===== src/rtl/fermap_pkg.sv =====
`timescale 1ns / 1ps
`default_nettype none
// ----------------------------------------------------------------------------
// fermap_pkg: shared types and constants of the fork extent read mapper
// Field widths, register indexes, result kinds and the descriptor that the
// front pipeline hands to the command sequencer.
// ----------------------------------------------------------------------------
package fermap_pkg;

  // Extent and step counts. Steps are the three extents, the zero fill
  // and the done item, in that order.
  localparam int NUM_EXT   = 3;
  localparam int NUM_STEPS = NUM_EXT + 2;
  localparam int STEP_ZERO = NUM_EXT;
  localparam int STEP_DONE = NUM_EXT + 1;

  // Field widths.
  localparam int LEN_W    = 32;
  localparam int EXT_W    = 16;
  localparam int BS_W     = 32;
  localparam int BASE_W   = 25;
  localparam int PSIZE_W  = 48;
  localparam int PROD_W   = EXT_W + BS_W;  // blocks times block size
  localparam int CUR_W    = PROD_W + 2;    // sum of three extents, plus base
  localparam int ADDR_W   = 48;
  localparam int KIND_W   = 2;

  // Stream and configuration port widths.
  localparam int IN_DATA_W  = 3 * LEN_W + 2 * NUM_EXT * EXT_W;
  localparam int OUT_DATA_W = ADDR_W + 2 * LEN_W;
  localparam int CFG_IDX_W  = 2;
  localparam int CFG_DATA_W = 48;

  // Configuration register indexes.
  localparam logic [CFG_IDX_W-1:0] CFG_IDX_BLOCK_SIZE = 2'd0;
  localparam logic [CFG_IDX_W-1:0] CFG_IDX_BASE_OFFS  = 2'd1;
  localparam logic [CFG_IDX_W-1:0] CFG_IDX_PART_SIZE  = 2'd2;

  // Reset value of the block size register.
  localparam logic [BS_W-1:0] BLOCK_SIZE_RST = 32'd512;

  // Result item kinds.
  typedef enum logic [KIND_W-1:0] {
    KIND_READ     = 2'd0,
    KIND_ZERO     = 2'd1,
    KIND_DONE_OK  = 2'd2,
    KIND_DONE_ERR = 2'd3
  } item_kind_t;

  // Configuration registers as seen by the datapath.
  typedef struct packed {
    logic [BS_W-1:0]    block_size;
    logic [BASE_W-1:0]  base_offset;
    logic [PSIZE_W-1:0] part_size;
  } fermap_cfg_t;

  // One fully classified request, ready to be turned into result items.
  typedef struct packed {
    logic [NUM_EXT-1:0]             rd_active;
    logic [NUM_EXT-1:0]             rd_err;
    logic [NUM_EXT-1:0][ADDR_W-1:0] rd_addr;
    logic [NUM_EXT-1:0][LEN_W-1:0]  rd_dest;
    logic [NUM_EXT-1:0][LEN_W-1:0]  rd_take;
    logic                           zero_need;
    logic [LEN_W-1:0]               zero_dest;
    logic [LEN_W-1:0]               zero_cnt;
    logic [LEN_W-1:0]               total_len;
  } fermap_desc_t;

endpackage
`default_nettype wire


===== src/rtl/fermap_back.sv =====
`timescale 1ns / 1ps
`default_nettype none
// ----------------------------------------------------------------------------
// fermap_back: command sequencer
// Walks the steps of the head descriptor (three reads, zero fill, done),
// picks the next pending step in each cycle in which a descriptor waits
// and the output register can take an item, and emits one result item into it.
// ----------------------------------------------------------------------------
module fermap_back
  import fermap_pkg::*;
(
  input  wire logic          clk,
  input  wire logic          rst_n,
  input  wire logic          q_valid,
  output logic               q_ready,
  input  wire fermap_desc_t  q_desc,
  output logic               out_valid,
  input  wire logic          out_ready,
  output item_kind_t         out_kind,
  output logic [ADDR_W-1:0]  out_addr,
  output logic [LEN_W-1:0]   out_dest,
  output logic [LEN_W-1:0]   out_count,
  output logic               out_last
);

  // Steps still to be looked at for the head descriptor.
  logic [NUM_STEPS-1:0] rem_r, rem_nxt;
  logic [NUM_STEPS-1:0] avail, eff, sel;
  logic                 fire, finish;
  logic                 out_valid_r, out_valid_nxt;

  item_kind_t          kind_r, kind_nxt;
  logic [ADDR_W-1:0]   addr_r, addr_nxt;
  logic [LEN_W-1:0]    dest_r, dest_nxt, count_r, count_nxt;
  logic                last_r, last_nxt;

  // Lowest pending step wins; the done step is always pending.
  always_comb begin
    avail = {1'b1, q_desc.zero_need, q_desc.rd_active};
    eff   = avail & rem_r;
    sel   = eff & (~eff + NUM_STEPS'(1));
    fire  = q_valid && (!out_valid_r || out_ready);
  end

  // Item for the selected step.
  always_comb begin
    kind_nxt  = KIND_DONE_OK;
    addr_nxt  = '0;
    dest_nxt  = '0;
    count_nxt = q_desc.total_len;
    last_nxt  = 1'b1;
    finish    = 1'b1;
    for (int e = 0; e < NUM_EXT; e++) begin
      if (sel[e]) begin
        if (q_desc.rd_err[e]) begin
          // Read past the partition end: stop with an error.
          kind_nxt  = KIND_DONE_ERR;
          count_nxt = '0;
        end else begin
          kind_nxt  = KIND_READ;
          addr_nxt  = q_desc.rd_addr[e];
          dest_nxt  = q_desc.rd_dest[e];
          count_nxt = q_desc.rd_take[e];
          last_nxt  = 1'b0;
          finish    = 1'b0;
        end
      end
    end
    if (sel[STEP_ZERO]) begin
      kind_nxt  = KIND_ZERO;
      dest_nxt  = q_desc.zero_dest;
      count_nxt = q_desc.zero_cnt;
      last_nxt  = 1'b0;
      finish    = 1'b0;
    end
  end

  // Step mask and output valid.
  always_comb begin
    rem_nxt       = rem_r;
    out_valid_nxt = out_valid_r && !out_ready;
    if (fire) begin
      out_valid_nxt = 1'b1;
      rem_nxt       = finish ? '1 : (rem_r & ~(sel | (sel - NUM_STEPS'(1))));
    end
  end

  assign q_ready = fire && finish;

  always_ff @(posedge clk) begin
    if (!rst_n) begin
      rem_r       <= '1;
      out_valid_r <= 1'b0;
    end else begin
      rem_r       <= rem_nxt;
      out_valid_r <= out_valid_nxt;
    end
  end

  always_ff @(posedge clk) begin
    if (fire) begin
      kind_r  <= kind_nxt;
      addr_r  <= addr_nxt;
      dest_r  <= dest_nxt;
      count_r <= count_nxt;
      last_r  <= last_nxt;
    end
  end

  assign out_valid = out_valid_r;
  assign out_kind  = kind_r;
  assign out_addr  = addr_r;
  assign out_dest  = dest_r;
  assign out_count = count_r;
  assign out_last  = last_r;

endmodule
`default_nettype wire


===== config.mk =====
export PLATFORM = sky130hd
export DESIGN_NAME = fermap_back
export DESIGN_NICKNAME = d
export VERILOG_FILES = /design/src/rtl/fermap_pkg.sv /design/src/rtl/fermap_back.sv
export SDC_FILE = /design/constraint.sdc
export NUM_CORES = 1
export LEC_CHECK = 0
export BUFFER_PORTS_ARGS = -buffer_cell sky130_fd_sc_hd__buf_2
export CAP_MARGIN = 20
export CORE_AREA = 5 5 213 215
export CTS_CLUSTER_SIZE = 14
export DETAILED_ROUTE_END_ITERATION = 10
export DIE_AREA = 0 0 218 220
export PLACE_DENSITY = 0.4
export REMOVE_ABC_BUFFERS = 1
export SETUP_SLACK_MARGIN = 0.3
export SLEW_MARGIN = 15
export SYNTH_ARGS = -nofsm -noshare
export SYNTH_HDL_FRONTEND = slang
export SYNTH_SLANG_ARGS = --single-unit

===== constraint.sdc =====
create_clock -name clk -period 8.1 [get_ports clk]
set_clock_uncertainty 0.05 [all_clocks]
set_input_delay 0.81 -clock clk [delete_from_list [all_inputs] [get_ports clk]]
set_output_delay 0.81 -clock clk [all_outputs]
set_load 0.01 [all_outputs]

# [Word-level counts from Yosys, hierarchy flattened]
# Index checks and enable logic that the tools add are counted.
[totals] ff_bits=121 in_bits=443 word_cells=56
[classes] add_sub_neg=2 mux=35 bitwise=6 n_reduce_logical=6
[op_table] op="$mux W32" n=14
[op_table] op="$mux W48" n=6
[op_table] op="$and A5 B5 Y5" n=3
[op_table] op="$mux W2" n=6
[op_table] op="$not A5 Y5" n=2
[op_table] op="$mux W1" n=8
[op_table] op="$add A5 B1 Y5 const B" n=1
[op_table] op="$mux W5" n=1
[op_table] op="$or A5 B5 Y5" n=1
[op_table] op="$sub A5 B1 Y5 const B" n=1
[op_table] op="$logic_and A1 B1 Y1" n=3
[op_table] op="$logic_not A1 Y1" n=2
[op_table] op="$logic_or A1 B1 Y1" n=1

# [Logic depth before layout (Yosys ltp)]
[logic_depth] depth_word=11 mapped_depth=7 ltp_nobuf=5

# [Worst setup path after synthesis]
# No wires, ideal clock.
[synth_timing] path_kind="input to register" from="input out_ready" to="register rem_r[3]" setup_time_ns=0.115 t_arrival_ns=3.710 path_slack_ns=4.226 cell_stages=5 cell_sequence="nand2b_1 > nand2_1 > inv_1 > nand3_1 > a21o_1"
[synth_via] elab_chain_len=2
[synth_lines] element="from (decl)" line="fermap_back.sv:18" source="input wire logic out_ready,"
[synth_lines] element="$logic_or A1 B1 Y1" line="fermap_back.sv:42" source="fire = q_valid && (!out_valid_r || out_ready);"
[synth_lines] element="$logic_and A1 B1 Y1" line="fermap_back.sv:42"
[synth_lines] element="named net fire" line="fermap_back.sv:29" source="logic fire, finish;"
[synth_lines] element="to (signal assigned)" line="fermap_back.sv:95" source="rem_r <= rem_nxt;"
[synth_lines] element="to (decl)" line="fermap_back.sv:27" source="logic [NUM_STEPS-1:0] rem_r, rem_nxt;"
# The timed path passes the listed nets, and every way through them passes these cells.
# A chain may end at the register's enable or synchronous reset.

# [Final worst setup path]
[layout_timing] from="input q_desc[437] (netlist name)" to="output q_ready"
[layout_via] elab_chain_len=9
[layout_lines] element="from (decl)" line="fermap_back.sv:16" source="input wire fermap_desc_t q_desc,"
[layout_lines] element="$and A5 B5 Y5 (*)" line="fermap_back.sv:40" source="eff = avail & rem_r;"
[layout_lines] element="$not A5 Y5" line="fermap_back.sv:41" source="sel = eff & (~eff + NUM_STEPS'(1));"
[layout_lines] element="$add A5 B1 Y5" line="fermap_back.sv:41"
[layout_lines] element="$and A5 B5 Y5 (*)" line="fermap_back.sv:41"
[layout_lines] element="$mux W1" line="fermap_back.sv:54" source="if (sel[e]) begin"
[layout_lines] element="$mux W1" line="fermap_back.sv:55" source="if (q_desc.rd_err[e]) begin"
[layout_lines] element="$mux W1" line="fermap_back.sv:54"
[layout_lines] element="$mux W1 (*)" line="fermap_back.sv:69" source="if (sel[STEP_ZERO]) begin"
[layout_lines] element="$logic_and A1 B1 Y1 (*)" line="fermap_back.sv:88" source="assign q_ready = fire && finish;"
[layout_lines] element="to (decl)" line="fermap_back.sv:15" source="output logic q_ready,"
# Every way passes the cells marked *; elsewhere a longest branch is shown, timed or not.

==> flow_summary_export.csv <==
group,metric,value,unit
outcome,outcome,"completed",
cells_and_area,layout_common_cells,"buf_2, nand2_1, edfxtp_1",
route,wl_per_cell,19.3,um
yosys,synth-seq-area-share,51.5,%
clock_network,cts_made_buffers,17,
sta,period_share,41.5,%
sta,drv_slew,0,
route,drtIter0Drc,487,
place,placed_cells,1813,
route,vias_per_cell,4.28,
power,leakage,4.85,nW
clock_network,cts_resized,0,
critical_path,startpoint_type,"input pin",
grt,grt_pass1_vias,8263,
critical_path,critPathMaxStageDelay,660,ps
cells_and_area,multi_input_area,0.00298,mm^2
clock_network,clk_latency,440,ps
route,routed_wl,35.8,mm
clock_network,htree_num_levels,4,
yosys,post_synth.cell_area_avg,9.64,um^2
critical_path,required,7240,ps
clock_network,root_buffer,"clkbuf_16",
critical_path,critPathMaxFanout,68,
route,ant_nets,0,
grt,overflow,0,
cells_and_area,postLayoutCellArea,0.0107,mm^2
power,irDropWorstVdd,94.0,uV
critical_path,slowest_stage,"buf_4",
critical_path,cp_common_cell,"buf_2",
sta,hold_viol,0,
floorplanning,die_w,218,um
floorplanning,initial_core_util,15.8,%
cells_and_area,fill_cells,4895,
route,drc,0,
sta,worstMarginPinSlew,1090,ps
place,portBuffers,559,
cells_and_area,syn_to_final_growth,55.7,%
sta,rsz0062_at_grt,"false",
floorplanning,dieArea,0.0480,mm^2
critical_path,criticalPathCategory,"input pin to output port",
sta,fin_hold_ws,431,ps
floorplanning,coreArea,0.0435,mm^2
floorplanning,io_pins,560,
sta,timing.final.crit_period,3360,ps
critical_path,path_buf_inv,3,
sta,setup_violations,0,
route,drt_first_pass_iters,5,
grt,track_usage,14.1,%
cells_and_area,register_area,0.00355,mm^2
route,vias,7925,
cells_and_area,nets,1683,
floorplanning,rows,77,
yosys,synth.area.top_cells,"edfxtp_1, nand2_1, a22oi_1",
yosys,ys_seq_elements,120,
job,maxCapViolCount,0,
place,dpl_worst_slack,4670,ps
grt,antenna_found_initial,13,
critical_path,crit_arrival,2500,ps
clock_network,clkTransAtPathRegs,50,ps
cells_and_area,post-route-util,24.7,%
sta,max_clock_freq,297,MHz
critical_path,path_cells,"buf_2 -> a22oi_2 -> and4_4 -> buf_4 -> nor4_1 -> buf_2",
clock_network,cts_setup_buffers,0,
cells_and_area,drive_gt1_share,49.4,%
yosys,synthCells,715,
clock_network,cts_hold_buf,0,
sta,setup_tns,0,ps
sta,slew_headroom,27.6,%
place,dp_hpwl,27.6,mm
power,power_density,180,mW/mm^2
cells_and_area,layout_commonest_cell,"buf_2",
clock_network,cts_buffer_depth,2,
place,place.gp.congestion,0.817,
floorplanning,die_y,220,um
critical_path,cpLargestDelayFamily,"buffers and inverters",
grt,grt_pass1_wl,50.8,mm
sta,fin_ws,4740,ps
grt,grt_max_degree,81,
yosys,yosysUniqueCellTypes,35,
yosys,ys_warn_count,0,
cells_and_area,fin_cells,1853,
clock_network,cts.sinks,120,
critical_path,end_kind,"output port",
yosys,yosys.area.top_type,"edfxtp_1",
yosys,synth_top_area_share,50.1,%
yosys,syn-cell-area,0.00689,mm^2
hold_path,min_path_type,"flop to flop",
clock_network,tritoncts,"yes",
place,placed_area,0.0102,mm^2
power,p_total,1.93,mW
## layout make-up
class | instances | share of cell area (%)
well taps | 592 | 6.90
clock inverters | 12 | 1.03
clock buffers | 19 | 4.03
flip-flops and latches | 120 | 33.1
repair buffers | 570 | 26.8
inverters | 3 | 0.128
multi-input cells | 528 | 27.8
diodes | 9 | 0.210
## sequential cells by signal (all words and copies together) (netlist names)
signal	cells
out_last	1
out_kind	2
rem_r	4
out_count	32
out_addr	48
out_dest	32
out_valid	1
## cell families (layout without fill, tap and decap cells)
| family | count (synthesis) | in the layout | synth area share (%) |
|---|---|---|---|
| AND/OR/NAND/NOR | 278 | 278 | 17.5 |
| AO/OA/AOI/OAI | 250 | 250 | 25.5 |
| flip-flops | 120 | 120 | 51.5 |
| buffers and inverters | 67 | 604 | 5.50 |
| other | 0 | 9 | 0 |
## worst register-to-register path, stage by stage (launching register included)
cell,delay (ps)
dfxtp_1,430
and3b_4,710
buf_4,860
nand2_1,190
a221o_1,370
a21oi_1,140
## routing by layer
| layer | part of all wire, % | wire (um) | vias to the layer above | GRT usage (%) |
|---|---|---|---|---|
| met2 | 48 | 17300 | 404 | 23.3 |
| met1 | 39 | 13900 | 3739 | 16.2 |
| met3 | 10 | 3610 | 48 | 5.65 |
| met5 | 0.12 | 44 | - | 0 |
| met4 | 2.7 | 968 | 6 | 6.24 |
| li1 | - | - | 3728 | - |
## report_power, final
part / switching (mW) / leakage (nW) / internal (mW)
Clock: 0.283 / 0.264 / 0.442
Sequential: 0.0153 / 1.19 / 0.759
Combinational: 0.241 / 3.39 / 0.193
## cells in the mapped netlist (all sizes together)
| cell type | n |
|---|---|
| nor3 | 2 |
| a221oi | 33 |
| a221o | 31 |
| and2 | 3 |
| nor2 | 65 |
| buf | 47 |
| a21boi | 1 |
| o41ai | 1 |
| and4 | 1 |
| nor4 | 3 |
| inv | 3 |
| clkbuf | 17 |
| nand3 | 1 |
| nand2 | 165 |
| a21o | 3 |
| edfxtp | 115 |
| and3b | 2 |
| nand4 | 1 |
| nand3b | 1 |
| o21ai | 65 |
| and4b | 1 |
| a21oi | 66 |
| dfxtp | 5 |
| nand2b | 33 |
| a22oi | 49 |
| a211o | 1 |
## worst paths after layout
kind | startpoint | to | slack, ps | depth (start not counted)
worst max register to register | rem_r[0] | out_count[21] | 5200 | 5
worst min register to register | rem_r[2] | rem_r[2] | 430 | 1
worst max-delay path | q_desc[437] | q_ready | 4740 | 6
worst min-delay path | rem_r[2] | rem_r[2] | 430 | 1
Power figures use the tool's default switching activity.
